==> config.mk <==
export PLATFORM = sky130hd
export DESIGN_NAME = tcse_ram
export DESIGN_NICKNAME = d
export VERILOG_FILES = /design/src/sv/tcse_ram.sv
export SDC_FILE = /design/constraint.sdc
export NUM_CORES = 1
export LEC_CHECK = 0
export BUFFER_PORTS_ARGS = -buffer_cell sky130_fd_sc_hd__buf_4
export CAP_MARGIN = 20
export CORE_MARGIN = 2
export CORE_UTILIZATION = 43
export CTS_CLUSTER_DIAMETER = 100
export CTS_CLUSTER_SIZE = 25
export DETAILED_ROUTE_END_ITERATION = 8
export HOLD_SLACK_MARGIN = 0.02
export RECOVER_POWER = 100
export SLEW_MARGIN = 10
export SYNTH_ARGS = -nofsm -noshare
export SYNTH_HDL_FRONTEND = slang
export SYNTH_SLANG_ARGS = --single-unit
==> constraint.sdc <==
create_clock -name clk -period 1.8 [get_ports clk]
set_input_delay 0.09 -clock clk [delete_from_list [all_inputs] [get_ports clk]]
set_output_delay 0.09 -clock clk [all_outputs]
set_load 0.03 [all_outputs]
==> src/sv/tcse_ram.sv <==
// Generic single-port-write, single-port-read RAM with a registered read.
`timescale 1ns / 1ps

module tcse_ram #(
	parameter int WIDTH = 8,
	parameter int DEPTH = 16,
	localparam int AW = (DEPTH > 1) ? $clog2(DEPTH) : 1
) (
	input  logic             clk,
	input  logic             we,
	input  logic [AW-1:0]    waddr,
	input  logic [WIDTH-1:0] wdata,
	input  logic [AW-1:0]    raddr,
	output logic [WIDTH-1:0] rdata
);

	logic [WIDTH-1:0] mem [DEPTH];

	always_ff @(posedge clk) begin
		if (we) begin
			mem[waddr] <= wdata;
		end
		rdata <= mem[raddr];
	end

endmodule

Yosys cells after proc, flatten, opt, wreduce, memory -nomap -nowiden
Memory sizes are Yosys's and may differ from the RTL's. A register that Yosys moved wholly into a read port is not among the register bits.
Cells that the tools add are included.
- output and inout port bits: 8
- bits of input ports: 18
- memories kept: 1
- RAM bits: 128
- logic and storage cells: 3
- register bits: 0
- multiplexer cells: 2
- memories (memory ; words ; width ; rd ports ; clocked after Yosys merged registers in ; wr ports ; RTL line ; source):
    mem ; 16 ; 8 ; 1 ; 1 ; 1 ; 17 ; logic [WIDTH-1:0] mem [DEPTH];
- operators by type and width (cell ; count):
    1-bit two-way mux ; 2

Longest topological paths before layout
Gate-level depths: netlist (run 1).
- word-level depth: 2
- depth in mapped cells: 5
- gate-level depth less buffers: 3

Worst setup path before layout (run 1)
Ideal clock, no wire load.
- kind: input-to-reg
- start: input waddr[2]
- end: memory mem[0][0] (enable)
- library setup time: 383 ps
- stages on the path: 2
- path slack: 217 ps
- buffers on the path: 0
- arrival: 1200 ps
- data required time: 1417 ps
- path through: or3b_2 -> nor3_1
- RTL lines (what ; RTL line ; source):
    start: declaration ; 11 ; input logic [AW-1:0] waddr,
    end: declaration ; 17 ;
Straight into the memory's write port.

==> out/metrics.cfg, run 1 <==
[layout]
area_growth_pct=18.72
final_area_um2=6111
n_antenna_cell=0
nNetsFinal=313
final_util_pct=52.84
nFillCells=912
seqCellArea_um2=4004
drive_gt1_share_pct=18.83
multi_input_area_um2=1057

[route]
drcViolationCount=0
routed_wl_mm=10.48
vias=2501
postRouteAntennaNets=0
via_per_inst=5.545
dr.pass1.iters=4
wl_per_cell_um=23.24
drt_iter0_markers=241

[power_and_ir_drop]
p_int_mw=5.646
peakVddDrop_mv=0.5374
p_per_area_nw_per_um2=1164
power_frac_seq_pct=50.2
switching_share_pct=20.62
power_leakage_nw=2.003
p_switching_mw=1.466
power_frac_comb_pct=5.3
pwr-share-clk_pct=44.6

[grt]
overflow=0
grt_pass1_wl_mm=15.86
track_usage_pct=17.72
grt_pass1_vias=2563
grt_max_degree=18
antenna_found_initial=0

[clocking]
cts_tree=done
numCtsBuffers=17
postCtsHoldBufs=7
clock-sinks=136
cts_buffer_depth=2
worstSkewPairLatency_ns=0.41
post_cts_buffers=0
clk_transition_reported_paths_ns=0.06
clockRootBuffer=clkbuf_16
cts_resized=0
cts-htree-levels=4

[critical_path]
critPathLaunch=mem[1][0]$_DFFE_PP_
cp.arrival_ns=1.70
start_kind=register
r2r_cells=3
worst-setup-path-type=register to register
r2r_start=mem[1][0]$_DFFE_PP_
reg2reg_slack_ns=0.39
critPathCaptureType=register
worstPathMaxFanout=1
r2r_end=rdata[0]$_DFF_P_
worstPathRequired_ns=2.09

[timing]
layout_setup_ws_ns=0.3906
tightest_slew_ns=0.7456
relSlewSlack_pct=50.29
finClkSkew_ns=0.009607
max_freq_ghz=0.7095
setup_tns_ns=0
setup_viol=0
grt_setup_unrepaired=false
min_period_ns=1.409
drv_slew=0
hold_viol=0
fin_crit_sh_pct=78.30

[min_path]
hold_path_end=rdata[0]$_DFF_P_
hold_depth=4
min_path_type=primary input to register
holdCritStartpoint=raddr[0]

[synth]
syn_area_per_cell_um2=22.48
yosys_warnings=0
netlist_area_um2=5147
ys_types=19
synth_seq_cells=136
syn_inst=229
synth_nets=247
ys_seq_area_share_pct=77.78

[flow_run]
max_cap_viol_count=0

[placed_design]
gp_congestion=0.7712
postPlaceCellArea_um2=5640
dp_hpwl_mm=6.531
port-buffer-count=25
pre_cts_ws_ns=0.3101

[floorplan]
core_um2=11560
die_x_um=113.4
rows=39
start_util_pct=44.51
dieArea_um2=12860
io-pin-count=26
dieHeight_um=113.4

[outcome]
status=finished clean

==> through the flow <==
| stage | total power [mW] | std cells | hold WS (ns) |
|---|---|---|---|
| global placement | 4.027 | 412 | 0.3919 |
| finish | 7.112 | 451 | 0.2348 |
| global route | 7.337 | 451 | 0.2401 |
| detailed placement | 4.034 | 412 | 0.3987 |
| floorplan | 3.843 | 229 | 0.1889 |
| CTS | 7.207 | 451 | 0.02050 |
==> cells in the final DEF (no fill, tap or decap), types with 2 or more instances in the layout <==
cell type      instances
edfxtp_1             128
clkbuf_1              42
mux4_2                18
clkbuf_16             17
a22oi_1               16
mux4_1                14
nor2_1                13
buf_4                 10
nand2_1                9
dfxtp_1                8
dlygate4sd3_1          7
clkinv_2               5
nor3_1                 4
nand3b_1               2
nand2b_1               2
clkbuf_8               2
buf_12                 2
==> synth_stat cells, drive strengths merged <==
cell type / number / area, um2
edfxtp: 128 / 3844
mux4: 32 / 773.2
a22oi: 16 / 120.1
nor2: 13 / 48.80
nand2: 9 / 33.78
dfxtp: 8 / 160.2
buf: 7 / 56.30
nor3: 4 / 20.02
clkdlybuf4s25: 3 / 30.03
nand2b: 2 / 12.51
nand3b: 2 / 15.01
and2: 1 / 6.260
and2b: 1 / 7.510
nand3: 1 / 5.000
nor2b: 1 / 6.260
or3b: 1 / 8.760
==> worst max path at each step <==
stage	end	slack, ns
floorplan	mem[0][0]$_DFFE_PP_	0.22
global placement	rdata[0]$_DFF_P_	0.27
detailed placement	rdata[0]$_DFF_P_	0.31
CTS	rdata[0]$_DFF_P_	0.36
global route	rdata[0]$_DFF_P_	0.38
finish	rdata[0]$_DFF_P_	0.39
==> final cells by class <==
type                    count  area share, %
flip-flops and latches    136          65.52
multi-input cells          83          17.30
clock buffers              23          7.658
repair buffers             57          5.364
well taps                 143          2.928
clock inverters             9          1.229
==> logic make-up (layout without fill, tap and decap cells) <==
kind of cell	count (synthesis)	count (layout)	synth area share [%]
multiplexers	32	32	15.02
AO/OA/AOI/OAI	16	16	2.334
buffers and inverters	10	89	1.677
AND/OR/NAND/NOR	35	35	3.184
flip-flops	136	136	77.78
==> sequential cells by signal, indices dropped and copies added, names as in the netlist <==
register  cells
rdata         8
mem         128
==> routing by layer <==
layer,share of wire [%],global-route usage (%)
met5,0,0
met4,1.0,6.829
met3,4.8,4.516
met2,48,26.83
met1,46,25.16
==> worst max-delay path, stage by stage (launching register included) <==
cell,delay (ns)
edfxtp_1,0.36
mux4_1,0.51
a22oi_1,0.31
nand2_1,0.10
==> power groups by stage <==
stage               Clock (mW)  Sequential [mW]  Combinational [mW]
floorplan                    0             3.66               0.180
global placement             0             3.63               0.396
detailed placement           0             3.63               0.401
CTS                       3.22             3.57               0.415
global route              3.36             3.57               0.404
finish                    3.17             3.57               0.375
Power figures use the tool's default switching activity.
==> inputs of run 2 (changes only) <==
--- a/config.mk
+++ b/config.mk
@@ -5,6 +5,7 @@
 export SDC_FILE = /design/constraint.sdc
 export NUM_CORES = 1
 export LEC_CHECK = 0
+export ABC_AREA = 1
 export BUFFER_PORTS_ARGS = -buffer_cell sky130_fd_sc_hd__buf_4
 export CAP_MARGIN = 20
 export CORE_MARGIN = 2
==> constraint.sdc (replaced) <==
create_clock -name clk -period 1.4 [get_ports clk]
set_input_delay 0.07 -clock clk [delete_from_list [all_inputs] [get_ports clk]]
set_output_delay 0.07 -clock clk [all_outputs]
set_load 0.03 [all_outputs]
==> run 2 against run 1 <==
  * Non-clock buffer count shrank 2
  * First-iteration DRC count increased by 2.5%
  * Wire length rose by 28%
  * Sequential cell count is the same
  * Via count grew 53%
  * Area after synthesis is 12% higher
  * Critical path depth down 2
  * Clock skew shrank 0.0026 ns
  * Critical endpoint is now rdata[1]
  * Largest cell class unchanged
==> out/metrics.cfg, run 2 <==
[floorplan]
start_util_pct=43.72
dieHeight_um=119.8
core_um2=13190
dieArea_um2=14350
rows=42
io-pin-count=26
die_x_um=119.8

[timing]
max_freq_ghz=0.8365
grt_setup_unrepaired=false
min_period_ns=1.195
tightest_slew_ns=0.9828
fin_crit_sh_pct=85.39
setup_viol=0
relSlewSlack_pct=34.48
hold_viol=0
drv_slew=0
finClkSkew_ns=0.007011
whs_ns=0.07812
setup_tns_ns=0

[synth]
netlist_top_cells_area=edfxtp_1, nand2_1, nand3_1
syn_area_per_cell_um2=10.47
synth_top_area_share_pct=66.65
post-synth-top-count-cell=nand2_1
netlist_area_um2=5767
synthFlopType=edfxtp_1
synth_area_leader_cell=edfxtp_1
synth-edff-count=128
ys_seq_area_share_pct=69.43
synth_seq_cells=136
syn_inst=551
synth_common_cells=nand2_1, edfxtp_1, inv_1
ys_async_sr_fraction_pct=0
ys_types=12
synth_nets=569
yosys_warnings=0

[power_and_ir_drop]
p_per_area_nw_per_um2=1483
power_leakage_nw=2.880
peakVddDrop_mv=0.8725

[layout]
final_cell_mix=nand2_1, edfxtp_1, inv_1
reg.largest.list=mem (128), rdata (8)
nFillCells=1184
area_growth_pct=17.83
largest_reg_flops=128
drive_gt1_share_pct=7.329
nNetsFinal=619
largest-register=mem
n_antenna_cell=0
final_common_cell=nand2_1

[min_path]
hold_depth=4
hold_path_end=rdata[1]$_DFF_P_
holdCritStartpoint=raddr[2]
min_path_type=primary input to register

[placed_design]
port-buffer-count=25
gp_congestion=0.8305
dp_hpwl_mm=8.427

[route]
dr.pass1.iters=4
postRouteAntennaNets=0
via_per_inst=4.854
vias=3835
drcViolationCount=0
drt_iter0_markers=247
wl_per_cell_um=17.03
routed_wl_mm=13.45

[grt]
grt_pass1_wl_mm=20.82
antenna_found_initial=0
grt_pass1_vias=3851
grt_max_degree=49
overflow=0
track_usage_pct=20.23

[clocking]
cts_buffer_depth=2
clock-sinks=136
numCtsBuffers=17
clockRootBuffer=clkbuf_16
clk_transition_reported_paths_ns=0.06
cts-htree-levels=4
cts_resized=0
cts_tree=done
worstSkewPairLatency_ns=0.42

[critical_path]
r2r_cells=6
cpMaxStageDelayCell=dfxtp_1
critPathCaptureType=primary output
r2r_start=mem[2][7]$_DFFE_PP_
worstPathMaxFanout=1
worst-setup-path-type=register to primary output
worstPathRequired_ns=1.33
reg2reg_slack_ns=0.34
critPathLaunch=rdata[1]$_DFF_P_
r2r_end=rdata[7]$_DFF_P_
cp.arrival_ns=1.13
crit_path_max_incr_delay_ns=0.37
cp_num_buf_inv=1
crit_family=flip-flops
path_cells=clkbuf_1
start_kind=register

[outcome]
status=finished clean

[flow_run]
max_cap_viol_count=0

-- run 2: cell types whose count changed in the layout (fill, tap and decap cells not counted), moves of 14 or more --
cell,change
a22oi_1,-16
inv_1,+100
mux4_1,-14
mux4_2,-18
nand2_1,+164
nand3_1,+96
-- run 2: worst max path at each step --
stage	end	slack, ns	depth (start not counted)
2_1_floorplan	mem[10][0]$_DFFE_PP_	0.38	2
3_3_place_gp	rdata[7]$_DFF_P_	0.08	5
3_5_place_dp	rdata[7]$_DFF_P_	0.09	5
4_1_cts	rdata[1]	0.33	1
5_1_grt	rdata[1]	0.17	1
6_report	rdata[1]	0.20	1
-- run 2: worst min-delay path: stages --
cell and delay (ns):
buf_4 0.18, nand3_1 0.10, nand3_1 0.06, nand2_1 0.05
-- run 2: cell families (layout without fill, tap and decap cells) --
group                  count (synthesis)  after routing  synth area share [%]
and+or+nand+nor                      289            289                 21.05
DFF                                  136            136                 69.43
buffers and inverters                126            189                 9.525
-- run 2: routing by layer --
| layer | vias up | GRT usage, % | wire [um] |
|---|---|---|---|
| met3 | 29 | 4.135 | 682 |
| met5 | - | 0 | 0 |
| met2 | 114 | 33.71 | 6823 |
| met4 | 0 | 10.51 | 410 |
| li1 | 1875 | - | - |
| met1 | 1817 | 24.96 | 5534 |
-- run 2: power by group --
part           total [mW]  switching (mW)  internal, mW
sequential           4.59          0.0295          4.56
clock                4.88            1.58          3.30
combinational       0.609           0.442         0.167
-- run 2: what timing repair did --
item | 4_1_cts | 5_1_grt
endpoints found under the hold margin | 88 | 0
hold buffers | 6 | 0
buffers inserted | 0 | 0
-- run 2: cell type report --
cell class                 count  area, um2  share of cell area [%]
sequential                   136       4004                   58.92
multi-input combinational    289       1214                   17.86
clock buffer                  25      525.5                   7.733
inverter                     102      382.9                   5.634
timing repair buffer          55      314.1                   4.622
tap                          176      220.2                   3.241
clock inverter                 7      135.1                   1.989
-- run 2: per-stage QoR --
stage	instance area, um2	util, %	power [mW]	cells	setup WS, ns
2_1_floorplan	5767	-	5.033	551	0.3792
3_3_place_gp	6213	47.11	5.302	752	0.07633
3_5_place_dp	6213	47.11	5.313	752	0.08531
4_1_cts	6934	52.57	10.19	790	0.3299
5_1_grt	6795	51.52	10.35	790	0.1746
6_report	6795	51.52	10.07	790	0.2045
